### config.mk
export PLATFORM = sky130hd
export DESIGN_NAME = htsc_temp
export DESIGN_NICKNAME = d
export VERILOG_FILES = /design/src/rtl/htsc_pkg.sv /design/src/rtl/htsc_temp.sv
export SDC_FILE = /design/constraint.sdc
export NUM_CORES = 2
export LEC_CHECK = 0
export BUFFER_PORTS_ARGS = -buffer_cell sky130_fd_sc_hd__buf_4
export CAP_MARGIN = 20
export CORE_ASPECT_RATIO = 1.5
export CORE_UTILIZATION = 30
export CTS_CLUSTER_SIZE = 8
export DETAILED_ROUTE_END_ITERATION = 10
export GPL_TIMING_DRIVEN = 1
export PLACE_DENSITY = 0.42
export SYNTH_ARGS = -nofsm -noshare
export SYNTH_HDL_FRONTEND = slang
export SYNTH_SLANG_ARGS = --single-unit
### constraint.sdc
create_clock -name clk -period 19.7 [get_ports clk]
set_clock_uncertainty 0.05 [all_clocks]
set_input_delay 2.955 -clock clk [delete_from_list [all_inputs] [get_ports clk]]
set_output_delay 2.955 -clock clk [all_outputs]
set_load 0.02 [all_outputs]
### src/rtl/htsc_pkg.sv
// Shared constants, register codes and calibration type for the sensor compensation block.
package htsc_pkg;

    localparam int ADDR_W      = 5;
    localparam int STAGES      = 10;
    localparam int TEMP_STAGES = 3;
    localparam int POST_STAGES = STAGES - TEMP_STAGES;

    // Register indexes, taken from paddr[4:2]
    localparam logic [2:0] REG_CAL_T1    = 3'd0;
    localparam logic [2:0] REG_CAL_T2    = 3'd1;
    localparam logic [2:0] REG_CAL_T3    = 3'd2;
    localparam logic [2:0] REG_CAL_H1    = 3'd3;
    localparam logic [2:0] REG_CAL_H2    = 3'd4;
    localparam logic [2:0] REG_CAL_H3    = 3'd5;
    localparam logic [2:0] REG_CAL_H4_H5 = 3'd6;
    localparam logic [2:0] REG_CAL_H6    = 3'd7;

    localparam logic signed [31:0] HUM_T_OFFSET = 32'sd76800;
    localparam logic signed [31:0] ROUND_P      = 32'sd16384;
    localparam logic signed [31:0] Q_OFFSET_A   = 32'sd32768;
    localparam logic signed [31:0] Q_OFFSET_B   = 32'sd2097152;
    localparam logic signed [31:0] ROUND_Q      = 32'sd8192;
    localparam logic signed [31:0] HUM_MAX      = 32'sd419430400;
    localparam logic signed [31:0] CENTI_ROUND  = 32'sd128;

    typedef struct packed {
        logic        [15:0] t1;
        logic signed [15:0] t2;
        logic signed [15:0] t3;
        logic        [7:0]  h1;
        logic signed [15:0] h2;
        logic        [7:0]  h3;
        logic signed [11:0] h4;
        logic signed [11:0] h5;
        logic signed [7:0]  h6;
    } cal_t;

endpackage

### src/rtl/htsc_temp.sv
// Temperature stages: fine temperature and the humidity temperature term.
module htsc_temp (
    input  logic                               clk,
    input  logic [htsc_pkg::TEMP_STAGES-1:0]   en,
    input  htsc_pkg::cal_t                     cal,
    input  logic [19:0]                        raw_temperature,
    input  logic [15:0]                        raw_humidity,
    output logic signed [31:0]                 fine,
    output logic signed [31:0]                 var_t,
    output logic [15:0]                        raw_h
);

    logic signed [31:0] x1;
    logic signed [31:0] d1;
    logic signed [31:0] t2s;
    logic signed [31:0] t3s;
    logic signed [31:0] fine_c;

    logic signed [31:0] s1_m1_reg;
    logic signed [31:0] s1_dd_reg;
    logic [15:0]        s1_rh_reg;
    logic signed [31:0] s2_a1_reg;
    logic signed [31:0] s2_m2_reg;
    logic [15:0]        s2_rh_reg;
    logic signed [31:0] s3_fine_reg;
    logic signed [31:0] s3_var_reg;
    logic [15:0]        s3_rh_reg;

    assign t2s = $signed({{16{cal.t2[15]}}, cal.t2});
    assign t3s = $signed({{16{cal.t3[15]}}, cal.t3});
    assign x1  = $signed({15'd0, raw_temperature[19:3]}) - $signed({15'd0, cal.t1, 1'b0});
    assign d1  = $signed({16'd0, raw_temperature[19:4]}) - $signed({16'd0, cal.t1});

    always_ff @(posedge clk)
    begin
        if (en[0])
        begin
            s1_m1_reg <= x1 * t2s;
            s1_dd_reg <= d1 * d1;
            s1_rh_reg <= raw_humidity;
        end
    end

    always_ff @(posedge clk)
    begin
        if (en[1])
        begin
            s2_a1_reg <= s1_m1_reg >>> 11;
            s2_m2_reg <= (s1_dd_reg >>> 12) * t3s;
            s2_rh_reg <= s1_rh_reg;
        end
    end

    assign fine_c = s2_a1_reg + (s2_m2_reg >>> 14);

    always_ff @(posedge clk)
    begin
        if (en[2])
        begin
            s3_fine_reg <= fine_c;
            s3_var_reg  <= fine_c - htsc_pkg::HUM_T_OFFSET;
            s3_rh_reg   <= s2_rh_reg;
        end
    end

    assign fine  = s3_fine_reg;
    assign var_t = s3_var_reg;
    assign raw_h = s3_rh_reg;

endmodule

==> qor.txt <==
Placer Congestion -> 0.782
Final Cycle Share -> 0.612
Max clock buf depth -> 2
Largest net degree at the start of global routing -> 56
Critical Path Start -> raw_temperature[4]
Routed WL -> 94.2 mm
EDFF count, synth -> 163
Max reg flops -> 22
Total CTS buffers -> 17
Die span in x -> 286 um
Clk sinks -> 163
Largest fanout on the critical path -> 34
R2R Path End -> s2_m2_reg[31]
Global-route wire length before repair -> 152 mm
Reg2reg setup slack -> 12.20 ns
Outcome -> complete, no violations
GRT Total Usage -> 0.163
Cell family with most CP delay -> adder cells
Insertion delay to the later sink of the worst-skew pair -> 0.46 ns
Filler Cell Count -> 12,500
Setup bufs post-CTS -> 0
Commonest non-fill, non-tap cell in the layout -> inv_1
Layout area overhead -> 9.30%
# setup viols final -> 0
ANT nets after route -> 0
CP required -> 19.82 ns
Mapped Cells -> 3,674
Seq/Total Area, Yosys -> 0.135
Initial Util -> 0.303
Worst slew margin -> 0.387
Yosys reg bits -> 163
Syn nets -> 4,920
Avg WL per Cell -> 17.7 um
Netlist cell types -> 69
WP depth -> 35
Row cnt -> 155
Die Ht -> 427 um
Critical path capture point type -> flip-flop
Fmax -> 83.0 MHz
Worst Setup EP -> s1_dd_reg[31]
Maxcap violations -> 0
Hpwl dp -> 76.1 mm
Setup CP Type -> in2reg
Worst Path Arrival -> 12.18 ns
Fin Setup TNS -> 0 ns
CTS-repair resized insts -> 0
Hold Path Class -> reg2reg
Most frequent cells in the layout -> 984 x inv_1, 815 x fa_1, 459 x nand2_1, 279 x ha_1, 230 x and2_1
Yosys warning count -> 0
Vias in the first global route -> 27,200
DR DRC count -> 0
Vias -> 23,500
Initial antenna violation count -> 1
# port buffers -> 164
Fraction of layout cells with a size suffix above 1 -> 0.0686
Worst reg2reg path startpoint -> s1_dd_reg[19]
Grt ovf -> 0
WP buf/inv -> 9
Cell depth of the worst flop-to-flop path -> 22
Endpoints failing hold -> 0
Root Driver -> clkbuf_16
Mapped Avg Cell Area -> 9.85 sq um
Drt pass-1 iters -> 4
Post-layout nets -> 4,978
Crit start category -> input port
CP peak stage delay -> 0.65 ns
Post-synth ARST share -> 0
Top Ports -> 232
Final min period -> 12.05 ns
Core area -> 119,000 sq um
Primary FF master, synth -> edfxtp_1
Clock transition at the registers of the reported paths -> 0.08 ns
Mapped Area -> 36,200 sq um
Die area -> 122,000 sq um
Final Max Slew Viols -> 0
Hold_buf cts -> 0
Critical path's slowest cell -> fa_1
CTS tree -> done
Drt via density -> 4.43
DRT iter0 DRCs -> 791
Htree depth -> 4
RSZ-0062 raised after global routing -> false
Worst Max-Slew Pin Slew -> 0.914 ns
stage by stage:
stage	setup slack (ns)	hold slack [ns]	util	area [sq um]	cells
after floorplan	8.82	0.350	-	36200	3674
after global placement	6.96	0.350	0.327	39000	5283
after detailed placement	6.99	0.355	0.327	39000	5283
after CTS	7.47	0.364	0.331	39500	5315
after global routing	7.01	0.368	0.331	39500	5315
final	7.65	0.366	0.332	39500	5316
synth_stat cells (2+ instances only):
master	count	share of area
nand4_1	8	0.0014
or3_1	5	0.00086
nand3b_1	3	0.00062
nand2_1	459	0.048
edfxtp_1	163	0.14
a21o_1	17	0.0035
o211ai_1	8	0.0017
a211oi_1	8	0.0017
o21a_1	16	0.0033
o31ai_1	3	0.00062
nor4b_4	2	0.0013
a21bo_2	2	0.00055
o21ai_0	25	0.0035
nand4b_1	2	0.00048
clkbuf_1	120	0.012
and3_1	6	0.0010
inv_1	988	0.10
buf_4	29	0.0060
nor3_1	17	0.0024
a21boi_0	3	0.00062
nor2_1	106	0.011
inv_2	2	0.00021
a31o_2	3	0.00073
a31oi_1	9	0.0016
nand3_1	10	0.0014
buf_1	4	0.00041
o31ai_2	2	0.00069
xor2_1	42	0.010
a211o_1	8	0.0019
nand2b_1	35	0.0061
fa_1	815	0.45
xnor2_1	105	0.025
o21bai_1	6	0.0012
nor2b_1	29	0.0050
o31a_1	2	0.00048
o21ai_1	2	0.00028
a21oi_1	68	0.0094
ha_1	279	0.096
and2_1	230	0.040
or4_1	3	0.00062
and4_1	2	0.00048
per-layer routing:
metal | GRT usage | routed length (um) | vias up
met2 | 0.328 | 54100 | 297
met4 | 0.0396 | 1950 | 2
li1 | - | - | 10800
met5 | 0 | 12 | -
met1 | 0.183 | 36400 | 12300
met3 | 0.0107 | 1820 | 89
worst reg2reg max path: stages (launching register included):
cell and delay, ns:
edfxtp_1 0.89, nand2_1 0.20, fa_1 0.57, inv_1 0.05
fa_1 0.49, inv_1 0.06, fa_1 0.48, fa_1 0.55
inv_1 0.06, fa_1 0.52, inv_1 0.06, fa_1 0.47
inv_1 0.05, ha_1 0.30, nand4_1 0.13, nor3_1 0.06
a211oi_1 0.77, a31o_2 0.33, a31oi_1 0.17, o41ai_1 0.42
o21ai_0 0.23, a21oi_1 0.21, xnor2_1 0.13
cell type report:
cell class	count	area [sq um]	share of cell area
antenna	1	2.50	0.0000633
sequential	163	4890	0.124
tap	1570	1960	0.0497
multi-input combinational	2367	26900	0.681
timing repair buffer	193	1450	0.0366
inverter	990	3720	0.0940
clock inverter	14	144	0.00364
clock buffer	18	429	0.0109
worst min path at each step:
stage,start,endpoint,slack [ns],cells after the start
3_5_place_dp,s2_rh_reg[9],raw_h[9],0.35,0
5_1_grt,s1_rh_reg[9],s2_rh_reg[9],0.37,0
4_1_cts,s1_rh_reg[9],s2_rh_reg[9],0.36,0
6_report,s1_rh_reg[9],s2_rh_reg[9],0.37,0
3_3_place_gp,s1_rh_reg[5],s2_rh_reg[5],0.35,0
2_1_floorplan,s2_rh_reg[0],raw_h[0],0.35,0
kinds of logic after synthesis:
family | synth area share
xor+xnor | 0.0367
flops | 0.135
fa+ha+maj | 0.548
compound gates | 0.0370
mux | 0.000588
buf+inv | 0.122
simple gates | 0.121
Power is left out: the tool's default activity adds up to more than one toggle a clock period on the data nets, which glitch-free logic cannot reach.
