**config.mk**
```make
export PLATFORM = sky130hd
export DESIGN_NAME = htsc_pipe_ctrl
export DESIGN_NICKNAME = d
export VERILOG_FILES = /design/src/rtl/htsc_pkg.sv /design/src/rtl/htsc_pipe_ctrl.sv
export SDC_FILE = /design/constraint.sdc
export NUM_CORES = 1
export LEC_CHECK = 0
export BUFFER_PORTS_ARGS = -buffer_cell sky130_fd_sc_hd__clkbuf_2
export CAP_MARGIN = 30
export CORE_UTILIZATION = 32
export DETAILED_ROUTE_END_ITERATION = 6
export SYNTH_ARGS = -nofsm -noshare
export SYNTH_HDL_FRONTEND = slang
export SYNTH_SLANG_ARGS = --single-unit
```
**constraint.sdc**
```tcl
create_clock -name clk -period 1.76 [get_ports clk]
set_input_delay 0.176 -clock clk [delete_from_list [all_inputs] [get_ports clk]]
set_output_delay 0.176 -clock clk [all_outputs]
set_load 0.02 [all_outputs]
```
**src/rtl/htsc_pkg.sv**
```systemverilog
// Shared constants, register codes and calibration type for the sensor compensation block.
package htsc_pkg;

    localparam int ADDR_W      = 5;
    localparam int STAGES      = 10;
    localparam int TEMP_STAGES = 3;
    localparam int POST_STAGES = STAGES - TEMP_STAGES;

    // Register indexes, taken from paddr[4:2]
    localparam logic [2:0] REG_CAL_T1    = 3'd0;
    localparam logic [2:0] REG_CAL_T2    = 3'd1;
    localparam logic [2:0] REG_CAL_T3    = 3'd2;
    localparam logic [2:0] REG_CAL_H1    = 3'd3;
    localparam logic [2:0] REG_CAL_H2    = 3'd4;
    localparam logic [2:0] REG_CAL_H3    = 3'd5;
    localparam logic [2:0] REG_CAL_H4_H5 = 3'd6;
    localparam logic [2:0] REG_CAL_H6    = 3'd7;

    localparam logic signed [31:0] HUM_T_OFFSET = 32'sd76800;
    localparam logic signed [31:0] ROUND_P      = 32'sd16384;
    localparam logic signed [31:0] Q_OFFSET_A   = 32'sd32768;
    localparam logic signed [31:0] Q_OFFSET_B   = 32'sd2097152;
    localparam logic signed [31:0] ROUND_Q      = 32'sd8192;
    localparam logic signed [31:0] HUM_MAX      = 32'sd419430400;
    localparam logic signed [31:0] CENTI_ROUND  = 32'sd128;

    typedef struct packed {
        logic        [15:0] t1;
        logic signed [15:0] t2;
        logic signed [15:0] t3;
        logic        [7:0]  h1;
        logic signed [15:0] h2;
        logic        [7:0]  h3;
        logic signed [11:0] h4;
        logic signed [11:0] h5;
        logic signed [7:0]  h6;
    } cal_t;

endpackage

```
**src/rtl/htsc_pipe_ctrl.sv**
```systemverilog
// Per-stage valid bits and load enables for the compensation pipeline.
module htsc_pipe_ctrl (
    input  logic                          clk,
    input  logic                          rst_n,
    input  logic                          sample_valid,
    output logic                          sample_ready,
    output logic                          result_valid,
    input  logic                          result_ready,
    output logic [htsc_pkg::STAGES-1:0]   en
);

    logic [htsc_pkg::STAGES-1:0] valid_reg;
    logic [htsc_pkg::STAGES-1:0] valid_next;
    logic                        in_acc;
    logic                        out_acc;

    // A stage may load when it is empty or its content moves on this cycle
    always_comb
    begin
        en[htsc_pkg::STAGES-1] = !valid_reg[htsc_pkg::STAGES-1] || result_ready;
        for (int i = htsc_pkg::STAGES - 2; i >= 0; i--)
        begin
            en[i] = !valid_reg[i] || en[i+1];
        end
    end

    always_comb
    begin
        valid_next[0] = en[0] ? sample_valid : valid_reg[0];
        for (int i = 1; i < htsc_pkg::STAGES; i++)
        begin
            valid_next[i] = en[i] ? valid_reg[i-1] : valid_reg[i];
        end
    end

    always_ff @(posedge clk or negedge rst_n)
    begin
        if (!rst_n)
            valid_reg <= '0;
        else
            valid_reg <= valid_next;
    end

    assign sample_ready = en[0];
    assign result_valid = valid_reg[htsc_pkg::STAGES-1];
    assign in_acc       = sample_valid && sample_ready;
    assign out_acc      = result_valid && result_ready;

    // Back-pressure reaches the input only once every stage holds an item
    a_full_when_blocked: assert property (@(posedge clk) disable iff (!rst_n)
        !sample_ready |-> (&valid_reg))
        else $error("input blocked with a bubble in the pipeline");

    // Items in flight change only by accepted input and delivered output
    a_item_count: assert property (@(posedge clk) disable iff (!rst_n)
        1'b1 |=> ($countones(valid_reg) == $past($countones(valid_reg))
                  + int'($past(in_acc)) - int'($past(out_acc))))
        else $error("item lost or duplicated in the pipeline");

    a_first_stage_loaded: assert property (@(posedge clk) disable iff (!rst_n)
        in_acc |=> valid_reg[0])
        else $error("accepted item missing from the first stage");

endmodule

```
==> results of run 1 <==
## area by class of cell
| cell class | count | area, um^2 | area share [%] |
|---|---|---|---|
| inverter | 1 | 3.75 | 0.699 |
| sequential | 10 | 250 | 46.6 |
| timing repair buffer | 16 | 85.1 | 15.9 |
| clock buffer | 3 | 22.5 | 4.20 |
| multi-input combinational | 22 | 156 | 29.1 |
| tap | 15 | 18.8 | 3.50 |
## final timing paths
path	start	end	slack (ns)	cells past startpoint
worst min-delay path	sample_valid	valid_reg[0]	0.11	2
worst min register to register	valid_reg[0]	valid_reg[1]	0.47	1
min in group asynchronous	rst_n	valid_reg[9]	0.31	2
worst max register to register	valid_reg[8]	valid_reg[4]	0.62	2
worst max-delay path	valid_reg[6]	sample_ready	0.20	3
max in group asynchronous	rst_n	valid_reg[5]	1.25	2
## power groups by stage
stage | Sequential, uW | Combinational (uW) | Clock [uW]
3_5_place_dp | 308 | 180 | 0
2_1_floorplan | 303 | 159 | 0
6_report | 306 | 179 | 147
3_3_place_gp | 309 | 178 | 0
5_1_grt | 313 | 199 | 165
4_1_cts | 304 | 182 | 152
## through the flow
step / power, uW / setup slack (ns) / util (%) / area (um^2) / hold slack [ns]
2_1_floorplan: 462 / 0.232 / - / 450 / -0.120
3_3_place_gp: 487 / 0.365 / 38.7 / 503 / 0.0591
3_5_place_dp: 488 / 0.319 / 38.7 / 503 / 0.0540
4_1_cts: 637 / 0.0381 / 41.2 / 536 / 0.108
5_1_grt: 677 / 0.0803 / 41.3 / 537 / 0.119
6_report: 632 / 0.196 / 41.3 / 537 / 0.112
## metal layers
metal,vias to the layer above,track usage (%)
met5,-,0
met4,0,5.17
met3,0,3.41
met2,15,12.3
met1,156,16.6
li1,167,-
## cells by family after synthesis
family	after synthesis
flops	10
simple gates	15
compound gates	7
buf+inv	5
## worst max-delay path: cells and delay by family (launching register included)
kind / cells / cell delay [ns]
AND/OR/NAND/NOR: 2 / 0.51
flip-flops: 1 / 0.45
buffers and inverters: 1 / 0.18
## what timing repair did
| action | CTS | global route |
|---|---|---|
| hold endpoints to repair | 10 | 0 |
| endpoints found under the setup margin | 0 | 7 |
| gates resized for setup | 0 | 1 |
| hold buffers | 1 | 0 |
## placed cells by master, fill, tap and decap left out, types with 2 or more instances in the layout
master	n
a21o_1	2
a31o_2	2
clkbuf_2	15
clkbuf_4	3
dfrtp_1	10
nand2_1	2
nand2b_1	3
nand3_1	3
nand4_1	2
==> out/summary.txt, run 1 <==
GRT Util Overall: 10.6%
Critical-path top delay cell: dfrtp_1
Global route total overflow: 0
Chip Width: 39.5 um
PortBufs: 15
DP HPWL: 520 um
Max Freq: 0.639 GHz
Mux share of post-synthesis cell area: 0%
Largest family of logic cells by synthesized area: simple AND/OR/NAND/NOR gates
Synth Area in Simple Gates: 20.6%
Async set-reset flop share out of synthesis: 100%
Total CTS buffers: 3
CP Launch Type: flip-flop
Drt via density: 5.04
Mapped Area: 450 um^2
CTS tree: built
Synth Area in Compound Gates: 13.9%
Total Die Area: 0.00156 mm^2
Top layer in use: met3
Met2 wire length: 296 um
Deepest clock path buffer count: 2
Switching portion of total power: 34.4%
Critical-path cell list: and4_1, nand3_1, clkbuf_2
Die Y: 39.5 um
Crit share post-route: 88.9%
Post-Syn Nets: 41
Most common flop cell mapped by yosys: dfrtp_1
First-pass GRT wire length: 1080 um
Worst-path maximum fanout: 8
Starting density of the core: 34.6%
CTS H-Tree Depth: 1
Maxcap violations: 0
Routed Antenna Nets: 0
Internal: 414 uW
Endpoints failing setup: 0
Slew @ Worst Pin: 0.273 ns
Avg Cell Area, Syn: 12.2 um^2
Sequential cell area fraction in the yosys report: 55.6%
Top-count cell post-synth: dfrtp_1
DRT iter0 DRCs: 6
Num rows: 13
XOR/XNOR share of the synthesized area: 0%
Crit path capture type: output port
Wire length per cell: 11.0 um
Largest net degree at the start of global routing: 17
DRT met1 WL: 389 um
Detailed-route via count: 338
Top cell type's share of synthesized area: 55.6%
Max reg flops: 10
Crit path DAT: 1.39 ns
Hold Crit Class: input pin to flip-flop
Number of instances in the placed design: 63
Sequential share of power: 48.4%
Tmin final: 1.56 ns
Top cells by area, synth: dfrtp_1, buf_6, nand2b_1
Vias in the first global route: 249
Peak supply drop: 0.414 mV
Combinational share of power: 28.4%
YS warnings: 0
Worst-Skew Late Latency: 0.25 ns
Clk slew on worst S/H paths: 0.06 ns
Clock power frac: 23.2%
Yosys top cell by area: dfrtp_1
EDFF count, synth: 0
Root Buffer Master: clkbuf_4
DRC: 0
Fraction of layout instances using a drive strength above 1: 42.3%
Gpl congestion: 0.631
Status: finished clean
I/O pin count: 16
1st-pass router iterations: 4
Synth Area in Adders: 0%
CP required: 1.58 ns
Setup CP Type: flip-flop to output port
Area grow syn2layout: 19.2%
Synth unique cells: 18
Post-CTS Setup Bufs: 0
Fill count: 132
Synth Register Bits: 10
Setup TNS: 0 ns
Post-synth top cells: dfrtp_1, buf_6, nand2b_1, nand3_1
Final wirelength: 738 um
Slew Viols, Final: 0
Slowest stage delay, CP: 0.45 ns
Mapped Cells: 37
Antenna Cells: 0
Met3 routed WL: 52 um
Clock skew: 0.000517 ns
Final hold viol count: 0
Sink Count: 10
P_leak: 0.000248 uW
Finished Layout Cells: 67
Switching Power: 217 uW
Initial antenna violation count: 0
RSZ-0062 raised after global routing: false
Core area: 0.00130 mm^2
PD cells: 1180 mW/mm^2
Final #Nets: 58
Worst relative slew slack: 81.8%
No activity file was read; power rests on OpenSTA's default activity.
==> run 2, diff against run 1 <==
Clock period 1.76 ns to 1.59 ns, I/O delays scaled along.
==> run 2 against run 1 <==
Setup slack lost 0.073 ns. Final cell count grew 3.0%. First-iteration DRC count shrank 83%. Sequential power grew 8.5%. Largest power group unchanged. Highest routed layer unchanged. Total power grew 24%.
==> out/summary.txt, run 2 (synthesis gave the netlist of run 1 again) <==
Status: finished clean
DRT iter0 DRCs: 1
Final hold viol count: 0
Combinational share of power: 28.8%
DRC: 0
RR Endpoint: valid_reg[4]
PortBufs: 15
GRT Util Overall: 13.2%
Fin util: 43.2%
Die Y: 39.5 um
Reg2Reg Setup Slack: 0.52 ns
Crit path capture type: output port
Worst-path maximum fanout: 8
Crit path from: valid_reg[5]
Switching portion of total power: 32.8%
I/O pin count: 16
Slew @ Worst Pin: 0.254 ns
Setup TNS: 0 ns
Root Buffer Master: clkbuf_4
CTS H-Tree Depth: 1
Routed Antenna Nets: 0
Clock skew: 0.00239 ns
Design Area, Final: 562 um^2
Total Die Area: 0.00156 mm^2
Total CTS buffers: 3
Reg area: 250 um^2
RSZ-0062 raised after global routing: false
Max reg flops: 10
Hold Crit Class: input pin to flip-flop
Fill count: 139
Sequential share of power: 42.4%
Deepest clock path buffer count: 2
Crit path DAT: 1.31 ns
CP required: 1.43 ns
Starting density of the core: 34.6%
Commonest non-fill, non-tap cell in the layout: clkbuf_2
Sink Count: 10
Final wirelength: 792 um
P_leak: 0.000260 uW
CP Launch Type: flip-flop
Peak supply drop: 0.695 mV
Worst-Skew Late Latency: 0.26 ns
Wire length per cell: 11.5 um
Internal: 525 uW
Vias in the first global route: 295
Global route total overflow: 0
Switching Power: 257 uW
Gpl congestion: 0.637
Worst setup path endpoint: en[1]
Most frequent cells in the layout: clkbuf_2, dfrtp_1, nand2b_1, nand3_1, clkbuf_4
Core area: 0.00130 mm^2
CTS tree: built
Maxcap violations: 0
Final #Nets: 59
First-pass GRT wire length: 1280 um
DP HPWL: 559 um
Num rows: 13
Area of the multi-input gates: 160 um^2
Detailed-route via count: 356
Fraction of layout instances using a drive strength above 1: 46.3%
Slew Viols, Final: 0
FF-to-FF path depth: 2
Antenna Cells: 0
Placed inst area: 510 um^2
Area grow syn2layout: 24.7%
Clk slew on worst S/H paths: 0.07 ns
Hold_ws: 0.0838 ns
R2r startpoint: valid_reg[8]
PD cells: 1390 mW/mm^2
Chip Width: 39.5 um
Post-CTS Setup Bufs: 0
Drt via density: 5.16
Clock power frac: 28.8%
Largest net degree at the start of global routing: 17
Initial antenna violation count: 0
1st-pass router iterations: 2
Setup CP Type: flip-flop to output port
Max Freq: 0.681 GHz
Tmin final: 1.47 ns
Endpoints failing setup: 0
Worst relative slew slack: 83.1%
Crit share post-route: 92.3%
## run 2: cell count changes in the layout (fill, tap and decap cells not counted)
cell / before / now
and4_1: 1 / 0
buf_4: 0 / 1
clkbuf_8: 0 / 1
and4_2: 0 / 1
and4b_4: 0 / 1
and4b_2: 1 / 0
## run 2: worst max-delay path, stage by stage, from the launching register on
cell and delay, ns:
dfrtp_1 0.42, and4_2 0.34, nand4_1 0.12, clkbuf_2 0.17
## run 2: worst min-delay path by stage
stage                 startpoint      endpoint  slack (ns)  depth (start not counted)
floorplan                  rst_n  valid_reg[0]       -0.14                          0
global placement           rst_n  valid_reg[8]        0.04                          1
detailed placement         rst_n  valid_reg[8]        0.04                          1
CTS                 sample_valid  valid_reg[0]        0.07                          2
global route        sample_valid  valid_reg[0]        0.09                          2
finish              sample_valid  valid_reg[0]        0.08                          2
## run 2: power by group through the flow
| stage | sequential [uW] | combinational, uW | clock (uW) |
|---|---|---|---|
| 5_1_grt | 337 | 253 | 249 |
| 2_1_floorplan | 335 | 176 | 0 |
| 4_1_cts | 328 | 224 | 237 |
| 3_3_place_gp | 333 | 219 | 0 |
| 3_5_place_dp | 333 | 219 | 0 |
| 6_report | 332 | 225 | 225 |
## run 2: what timing repair did
item | CTS | global route
hold endpoints to repair | 10 | 0
cloned | 0 | 0
gates resized for setup | 1 | 2
hold buffers | 1 | 0
setup endpoints to repair | 9 | 7
## run 2: layout make-up
cell class                 count  share of cell area, %
timing repair buffer          17                   16.5
clock buffer                   4                   6.46
sequential                    10                   44.5
multi-input combinational     22                   28.5
inverter                       1                  0.668
tap                           15                   3.34
## run 2: per-layer routing
layer	wire, um	track usage [%]
met5	0	0
met4	0	5.17
met3	52	8.52
met2	347	18.0
met1	391	16.3
## run 2: per-stage QoR
step | worst slack, ns | total power (uW) | instances
global route | 0.0391 | 840 | 69
CTS | 0.0375 | 789 | 69
floorplan | 0.0791 | 511 | 37
global placement | 0.199 | 551 | 64
detailed placement | 0.193 | 552 | 64
finish | 0.122 | 782 | 69
