===== config.mk =====
export PLATFORM = sky130hd
export DESIGN_NAME = htsc_cfg_regs
export DESIGN_NICKNAME = d
export VERILOG_FILES = /design/src/rtl/htsc_pkg.sv /design/src/rtl/htsc_cfg_regs.sv
export SDC_FILE = /design/constraint.sdc
export NUM_CORES = 1
export LEC_CHECK = 0
export BUFFER_PORTS_ARGS = -buffer_cell sky130_fd_sc_hd__clkbuf_2
export CAP_MARGIN = 20
export CORE_MARGIN = 1.5
export CORE_UTILIZATION = 52
export DETAILED_ROUTE_END_ITERATION = 10
export HOLD_SLACK_MARGIN = 0.15
export PLACE_DENSITY = 0.83
export SLEW_MARGIN = 20
export SYNTH_ARGS = -nofsm -noshare
export SYNTH_HDL_FRONTEND = slang
export SYNTH_SLANG_ARGS = --single-unit

===== constraint.sdc =====
create_clock -name clk -period 3.7 [get_ports clk]
set_input_delay 0.74 -clock clk [delete_from_list [all_inputs] [get_ports clk]]
set_output_delay 0.74 -clock clk [all_outputs]
set_load 0.01 [all_outputs]

===== src/rtl/htsc_pkg.sv =====
// Shared constants, register codes and calibration type for the sensor compensation block.
package htsc_pkg;

    localparam int ADDR_W      = 5;
    localparam int STAGES      = 10;
    localparam int TEMP_STAGES = 3;
    localparam int POST_STAGES = STAGES - TEMP_STAGES;

    // Register indexes, taken from paddr[4:2]
    localparam logic [2:0] REG_CAL_T1    = 3'd0;
    localparam logic [2:0] REG_CAL_T2    = 3'd1;
    localparam logic [2:0] REG_CAL_T3    = 3'd2;
    localparam logic [2:0] REG_CAL_H1    = 3'd3;
    localparam logic [2:0] REG_CAL_H2    = 3'd4;
    localparam logic [2:0] REG_CAL_H3    = 3'd5;
    localparam logic [2:0] REG_CAL_H4_H5 = 3'd6;
    localparam logic [2:0] REG_CAL_H6    = 3'd7;

    localparam logic signed [31:0] HUM_T_OFFSET = 32'sd76800;
    localparam logic signed [31:0] ROUND_P      = 32'sd16384;
    localparam logic signed [31:0] Q_OFFSET_A   = 32'sd32768;
    localparam logic signed [31:0] Q_OFFSET_B   = 32'sd2097152;
    localparam logic signed [31:0] ROUND_Q      = 32'sd8192;
    localparam logic signed [31:0] HUM_MAX      = 32'sd419430400;
    localparam logic signed [31:0] CENTI_ROUND  = 32'sd128;

    typedef struct packed {
        logic        [15:0] t1;
        logic signed [15:0] t2;
        logic signed [15:0] t3;
        logic        [7:0]  h1;
        logic signed [15:0] h2;
        logic        [7:0]  h3;
        logic signed [11:0] h4;
        logic signed [11:0] h5;
        logic signed [7:0]  h6;
    } cal_t;

endpackage


===== src/rtl/htsc_cfg_regs.sv =====
// APB calibration register file.
module htsc_cfg_regs (
    input  logic                          clk,
    input  logic                          rst_n,
    input  logic                          psel,
    input  logic                          penable,
    input  logic                          pwrite,
    input  logic [htsc_pkg::ADDR_W-1:0]   paddr,
    input  logic [31:0]                   pwdata,
    output logic [31:0]                   prdata,
    output logic                          pready,
    output htsc_pkg::cal_t                cal
);

    logic [15:0] t1_reg;
    logic [15:0] t2_reg;
    logic [15:0] t3_reg;
    logic [7:0]  h1_reg;
    logic [15:0] h2_reg;
    logic [7:0]  h3_reg;
    logic [23:0] h45_reg;
    logic [7:0]  h6_reg;
    logic [2:0]  idx;
    logic        wr;

    assign idx    = paddr[htsc_pkg::ADDR_W-1:2];
    assign wr     = psel && penable && pwrite;
    assign pready = 1'b1;

    always_ff @(posedge clk or negedge rst_n)
    begin
        if (!rst_n)
        begin
            t1_reg  <= '0;
            t2_reg  <= '0;
            t3_reg  <= '0;
            h1_reg  <= '0;
            h2_reg  <= '0;
            h3_reg  <= '0;
            h45_reg <= '0;
            h6_reg  <= '0;
        end
        else if (wr)
        begin
            unique case (idx)
                htsc_pkg::REG_CAL_T1:    t1_reg  <= pwdata[15:0];
                htsc_pkg::REG_CAL_T2:    t2_reg  <= pwdata[15:0];
                htsc_pkg::REG_CAL_T3:    t3_reg  <= pwdata[15:0];
                htsc_pkg::REG_CAL_H1:    h1_reg  <= pwdata[7:0];
                htsc_pkg::REG_CAL_H2:    h2_reg  <= pwdata[15:0];
                htsc_pkg::REG_CAL_H3:    h3_reg  <= pwdata[7:0];
                htsc_pkg::REG_CAL_H4_H5: h45_reg <= pwdata[23:0];
                htsc_pkg::REG_CAL_H6:    h6_reg  <= pwdata[7:0];
                default: ;
            endcase
        end
    end

    always_comb
    begin
        unique case (idx)
            htsc_pkg::REG_CAL_T1:    prdata = {16'd0, t1_reg};
            htsc_pkg::REG_CAL_T2:    prdata = {16'd0, t2_reg};
            htsc_pkg::REG_CAL_T3:    prdata = {16'd0, t3_reg};
            htsc_pkg::REG_CAL_H1:    prdata = {24'd0, h1_reg};
            htsc_pkg::REG_CAL_H2:    prdata = {16'd0, h2_reg};
            htsc_pkg::REG_CAL_H3:    prdata = {24'd0, h3_reg};
            htsc_pkg::REG_CAL_H4_H5: prdata = {8'd0, h45_reg};
            htsc_pkg::REG_CAL_H6:    prdata = {24'd0, h6_reg};
            default:                 prdata = '0;
        endcase
    end

    always_comb
    begin
        cal.t1 = t1_reg;
        cal.t2 = $signed(t2_reg);
        cal.t3 = $signed(t3_reg);
        cal.h1 = h1_reg;
        cal.h2 = $signed(h2_reg);
        cal.h3 = h3_reg;
        cal.h4 = $signed(h45_reg[23:12]);
        cal.h5 = $signed(h45_reg[11:0]);
        cal.h6 = $signed(h6_reg);
    end

endmodule


==> results of run 1 <==
-- Yosys cell counts, drive strengths merged (2+ instances only) --
| cell type | count | share of area |
|---|---|---|
| a211oi | 6 | 0.0086 |
| a21oi | 2 | 0.0019 |
| a22oi | 11 | 0.016 |
| a2bb2oi | 4 | 0.0067 |
| and3 | 8 | 0.0096 |
| buf | 25 | 0.032 |
| clkbuf | 7 | 0.0050 |
| conb | 2 | 0.0014 |
| dfrtp | 112 | 0.54 |
| mux2 | 119 | 0.26 |
| mux2i | 25 | 0.048 |
| nand2 | 2 | 0.0014 |
| nand2b | 4 | 0.0048 |
| nor2 | 12 | 0.012 |
| nor2b | 2 | 0.0024 |
| nor3b | 6 | 0.0086 |
| o22a | 6 | 0.010 |
| o22ai | 14 | 0.017 |
| or3 | 2 | 0.0024 |
-- power breakdown --
group | switching [mW] | internal [mW] | total, mW | leakage (nW)
Sequential | 0.195 | 1.46 | 1.66 | 1.43
Clock | 0.387 | 0.466 | 0.853 | 0.117
Combinational | 0.442 | 0.461 | 0.903 | 1.74
-- cell families (layout without fill, tap and decap cells) --
| group | count (synthesis) | count (layout) |
|---|---|---|
| AND/OR/NAND/NOR | 39 | 39 |
| multiplexers | 144 | 144 |
| other | 2 | 9 |
| flip-flops | 112 | 112 |
| AO/OA/AOI/OAI | 48 | 48 |
| buffers and inverters | 33 | 194 |
-- stage by stage --
stage	std cells	worst slack (ns)
finish	679	0.5729
global route	679	0.4267
CTS	679	0.5600
detailed placement	664	0.5799
global placement	664	0.5479
floorplan	385	1.071
-- metal layers --
metal  part of all wire  global-route usage  routed length [microns]
met1               0.43              0.3341                     5668
met2               0.49              0.4178                     6434
met3              0.067             0.06183                      874
met4              0.011             0.07069                      144
met5                  0                   0                        0
-- worst max-delay path by stage --
stage               startpoint         end  slack (ns)
floorplan             paddr[4]   prdata[7]        1.07
global placement      paddr[3]  prdata[12]        0.55
detailed placement    paddr[3]  prdata[12]        0.58
CTS                   paddr[3]  prdata[12]        0.56
global route          paddr[3]  prdata[12]        0.43
finish                paddr[3]  prdata[12]        0.57
-- layout make-up --
| class | count | area, sq um | share of cell area |
|---|---|---|---|
| clock buffers | 12 | 145.1 | 0.02263 |
| clock inverters | 3 | 90.09 | 0.01405 |
| inverters | 1 | 3.754 | 0.0005853 |
| multi-input cells | 240 | 2272 | 0.3543 |
| flip-flops and latches | 112 | 2803 | 0.4370 |
| well taps | 133 | 166.4 | 0.02595 |
| repair buffers | 178 | 933.4 | 0.1455 |
-- layout by cell type, fill, tap and decap left out, drive strengths merged --
master   instances
nand2b           4
a21oi            2
a2bb2oi          4
mux2           119
nor2            12
bufinv           3
nor3b            6
nor3             1
a211oi           6
a31oi            1
o211ai           1
clkbuf         178
or3              2
a211o            1
a21o             1
nand2            2
nand4            1
o22a             6
nor2b            2
buf             12
and3             8
nand4b           1
dfrtp          112
conb             9
a22oi           11
o22ai           14
a222oi           1
mux2i           25
inv              1
-- worst max-delay path: cells and delay by family --
| kind | cells | cell delay [ns] |
|---|---|---|
| AOI/OAI and AO/OA | 2 | 0.40 |
| and+or+nand+nor | 1 | 0.59 |
| buffers and inverters | 2 | 0.64 |
==> results summary, run 1 <==
The run finished with clean final reports. The synthesized-area fraction occupied by xor and xnor cells came out at 0. For this design the ratio of total power to cell area is roughly 530 nW/um^2. The multiplexer area fraction after synthesis is 0.3101.

The type of the worst setup path is input port to output pin. The first-pass iteration count of the detailed router is 4. Using the TritonRoute via totals, the vias-per-cell ratio works out to 5.679. The number of flops mapped to enable cells by yosys came out at 0. The fraction of registers with async set or reset after synthesis came out at 1.000. The reported leakage power is 3.289 nW.

The detailed router placed 3856 vias in this run. The total negative slack for setup checks is 0 ns. TritonCTS built the clock tree. The slowest stage of the critical path belongs to the cell sky130_fd_sc_hd__nor2b_1.

The number of flip-flops in the largest register came out at 24. The slack of the worst reg-to-reg path came out at 2.87 ns. The final layout contains routed wiring with a total length of 13120 microns.

The clock latency at the later pin of the worst-skew pair came out at around 0.36 ns. After detailed routing, the number of remaining DRC violations is 0. The post-route total power is 3.413 mW. The number of global-route vias before repair is approximately 3600. The average wire per standard cell is 19.32 microns. The clock-pin transition on the worst setup and hold timing paths came out at about 0.1 ns.

The initial antenna violation count is 0. The final net count came out at 584. The final-report max-slew violation count came out at 0. The simple-gate share of the synthesized area is 0.04873. The signal on the critical path passes through clkbuf_2, nor2b_1, a22oi_1, o22ai_1, clkbuf_2.

The worst setup path is captured at an output pin. The floorplan step defined a die boundary enclosing 10680 sq um. The count of standard-cell rows is 36. The height of the die is 103.4 microns. The transition time at the pin with the least slew margin came out at 1.097 ns. In this run the critical register-to-register path is captured at t1_reg[14]$_DFFE_PN0P_. The aggregate global-route resource usage came out at 0.2526.

The worst register-to-register path begins at t1_reg[14]$_DFFE_PN0P_. The arrival time reported for the critical path endpoint is 2.39 ns. The endpoint required time on the critical path came out at 2.96 ns.

For this run, the number of Yosys warnings is 0. The portion of the post-synthesis area used by sequential elements came out at 0.5351. Global routing finished with a remaining overflow of 0.

The chip width is 103.4 microns. Setup violations remaining at the end of the flow were counted as 0. The clock sink total came out at 112. The synthesized area is 5238 sq um. Setup repair after global routing left no endpoint under its margin. Clock skew on the completed layout was measured at 0 ns. The post-synthesis cell type count is 35. In the synthesized netlist the dominant register cell turns out to be sky130_fd_sc_hd__dfrtp_1. The proportion of layout cells with a drive suffix above 1 came out at 0.5824. The delay of the slowest cell on the worst path came out at 0.59 ns.

The area of placed instances came out at 6178 sq um. The area share of fa/ha/maj cells after synthesis came out at 0. The area growth from synthesis to layout came out at 22.46%. The number of clock buffers inserted by TritonCTS is 9. The final hold violation count is 0. The number of maximum-capacitance violations is 0. The hold buffer count at cts is 0.

The post-cts sizing count is 0. In this run the mean area of a mapped cell was ~14 sq um. The maximum fanout along the worst path came out at 25. At the end of routability-driven placement, the weighted congestion stood at 0.8055.

The length in cells of the worst reg-to-reg path is 1. After the first detailed-routing iteration, the DRC count stood at between 80 and 90. The min-delay analysis places its worst path in the category input port to asynchronous set/reset pin.

The total number of H-tree levels is 3. STA classifies the critical path startpoint as an input port. The minimum period implied by the final worst setup slack came out at 3.127 ns.

Detailed placement finished with a half-perimeter wire length of 9563 microns. The fmax came out at about 320 MHz. The final antenna diode count came out at 0. The number of filler instances in the final layout is 760. The register bit count reported by yosys came out at 112.

The effective utilization at floorplan is 0.5358. The share of the synthesized area in compound gates (AO/OA/AOI/OAI) is 0.06737. The number of cells produced by synthesis came out at 378. Across all hold checks on the routed design, the worst slack comes to 0.4224 ns. The number of nets with antenna violations after detailed routing is 0. The number of port buffers came out at approximately 170. The wire length of the first global-routing pass came out at 20040 microns. The core region is just under 10000 sq um. The worst max-slew margin expressed relative to the limit came out at 0.2688. The setup fix buffers added after clock tree synthesis is 0. The share of the clock period used by the worst path after layout came out at 0.8452. 187 I/O pins were placed.

The most frequent cell on the critical path is sky130_fd_sc_hd__clkbuf_2. The worst voltage drop across the vdd grid came out at 0.0002642 V. The final design instance area without fill came out at 6414 sq um.

Entering global routing, the biggest net connects 59 pins. The final core area utilization is 0.6562. The longest clock path from root to sink contains 2 buffers.

The root buffer cell is sky130_fd_sc_hd__clkbuf_8. By area, the combinational part of the netlist is dominated by multiplexers.
Note: power is estimated with default switching activity, not from simulation.
==> inputs of run 2 (changes only) <==
CORE_UTILIZATION = 45   (was 52)
PLACE_DENSITY = 0.76   (was 0.83)
clock period = 2.62 ns   (was 3.7 ns; I/O delays follow)
==> results summary, run 2 (synthesis gave the netlist of run 1 again) <==
For the worst-skew pair, the clock arrives at the later sink with an insertion delay of 0.34 ns. The wire length of the first global-routing pass came out at 21960 microns. The detailed router's first-iteration violation count came out at 205.

The clock skew after layout is 0 ns. The endpoint required time on the critical path is 2.10 ns. Setup repair after global routing left no endpoint under its margin. For the final routed database, the setup TNS stands at 0 ns. The post-route total power came out at 4.904 mW. The total length of routed wires is 13900 microns.

The pre-CTS worst setup slack is around 0.22 ns. The arrival time reported for the critical path endpoint is ~1.9 ns. The maximum number of pins on one net before global-route repair came out at 50. The number of vias in the routed layout is 3876. The routability congestion estimate is 0.8035.

The proportion of layout cells with a drive suffix above 1 came out at 0.5884. The nature of the critical path endpoint is an output pin. The final non-filler cell total is 697. The worst max-slew margin expressed relative to the limit came out at 0.5923. The largest individual stage delay along the critical path comes from the cell sky130_fd_sc_hd__or3_1.

The die covers approximately 12000 sq um. The final hold violation count came out at 0. The count of standard-cell rows is 39.

0 antenna diodes ended up in the layout. The minimum period implied by the final worst setup slack came out at 2.397 ns. The final-report max-slew violation count is 0. The initial antenna violation count is 0. The number of maximum-capacitance violations is 0. The ratio of total power to cell area is between 700 and 800 nW/um^2. The clock sink total came out at approximately 110. The type of the worst setup path is input port to output pin. The delay of the slowest cell on the worst path is 0.51 ns. The critical path goes through clkbuf_2, buf_4, or3_1, o22a_1, clkbuf_2.

Leaving out fill and tap cells, the most frequent cells in the layout are 166 x sky130_fd_sc_hd__clkbuf_2, 112 x sky130_fd_sc_hd__dfrtp_1, 109 x sky130_fd_sc_hd__mux2_2. The total setup violations reported at the end of the flow is 0. By instance count, the cell type seen most on the critical path is sky130_fd_sc_hd__clkbuf_2. The maximum count of clock buffers along a single path is 2. The clock-pin transition on the worst setup and hold timing paths is 0.07 ns. The tightest min-delay check is of the input port to flip-flop type.

The effective utilization at floorplan came out at 0.4607. The detail-routed via count per cell is 5.561. The final core area utilization came out at 0.5787. The sum of net half-perimeters after detailed placement came out at 9875 microns. In this run the clock root is driven by a sky130_fd_sc_hd__clkbuf_16.

The number of flip-flops in the largest register came out at 24. The total I/O pin count is 187. The total DRC errors in the routed layout is 0. Across all hold checks on the routed design, the worst slack comes to around 0.41 ns.

In the final routed layout, each cell accounts on average for 19.95 microns. The final net count came out at approximately 600. The fmax is 417.1 MHz. Setup slack on the worst reg-to-reg path comes out at 1.80 ns. The most common cell after layout, fill and taps aside is sky130_fd_sc_hd__clkbuf_2.

In this run the static leakage power is 3.369 nW. The first-pass iteration count of the detailed router came out at 4. After global routing the overflow that remains totals 0. The number of nets with antenna violations after detailed routing is 0.

In this run the tool buffered the top-level ports with 167 buffer cells. Clock tree synthesis inserted a total of 9 buffers. TritonCTS built the clock tree. The transition time at the pin with the least slew margin is 0.6109 ns.

In this run the worst path has a maximum fanout of 8. The die is 110.9 microns tall. The area of placed instances is roughly 6300 sq um. The share of the clock period used by the worst path after layout came out at 0.9150.

The aggregate global-route resource usage came out at 0.2293. The total number of H-tree levels is 3. The number of global-route vias before repair is 4013. The worst setup path is launched from an input port.

After routing the design area is between 6000 and 7000 sq um. The number of placed instances, taps included is around 680. Across the VDD grid, the largest voltage drop is 0.0003674 V. From left edge to right edge, the die measures 110.9 microns. The run finished with clean final reports. The area growth from synthesis to layout is 25.63%. The total area inside the core boundary comes to 11370 sq um. The worst setup margin is 0.2227 ns.
-- run 2: cell count changes in the layout (fill, tap and decap cells not counted) --
cell and delta:
sky130_fd_sc_hd__clkbuf_1 -1, sky130_fd_sc_hd__clkinv_2 +1, sky130_fd_sc_hd__dlygate4sd3_1 +1, sky130_fd_sc_hd__clkbuf_8 -8
sky130_fd_sc_hd__bufinv_16 -3, sky130_fd_sc_hd__clkbuf_16 +9, sky130_fd_sc_hd__buf_4 +5, sky130_fd_sc_hd__buf_12 +4
-- run 2: timing repair --
item                                   in CTS  in global routing
endpoints found under the hold margin      28                  0
gates resized for setup                     0                  0
setup buffers                               0                  0
hold buffers                                1                  0
-- run 2: cell type report --
cell class	count	area (sq um)
clock buffer	12	256.5
clock inverter	1	5.005
fill	941	4790
inverter	1	3.754
multi-input combinational	240	2272
sequential	112	2803
tap	143	178.9
timing repair buffer	188	1061
-- run 2: power by group --
part | total, mW | internal (mW) | switching [mW]
clock | 1.26 | 0.681 | 0.580
combinational | 1.30 | 0.663 | 0.637
sequential | 2.34 | 2.07 | 0.274
-- run 2: path summary, 6_finish.rpt --
kind | start | to | cells past startpoint
max | paddr[3] | prdata[4] | 5
min | pwdata[16] | h45_reg[16]$_DFFE_PN0P_ | 2
max reg2reg | t1_reg[14]$_DFFE_PN0P_ | t1_reg[14]$_DFFE_PN0P_ | 1
min reg2reg | h45_reg[23]$_DFFE_PN0P_ | h45_reg[23]$_DFFE_PN0P_ | 1
max in group asynchronous | rst_n | t1_reg[10]$_DFFE_PN0P_ | 3
min in group asynchronous | rst_n | h3_reg[1]$_DFFE_PN0P_ | 2
-- run 2: layer usage --
metal / GRT usage / vias to the layer above / wire [microns]
li1: - / 1723 / -
met1: 0.2979 / 1965 / 5995
met2: 0.3695 / 156 / 6637
met3: 0.05413 / 32 / 886
met4: 0.09658 / 0 / 385
met5: 0 / - / 0
-- run 2: critical path: cells and delay by family --
kind            cells  cell delay, ns
compound gates      1            0.29
buf+inv             3            0.54
simple gates        1            0.51
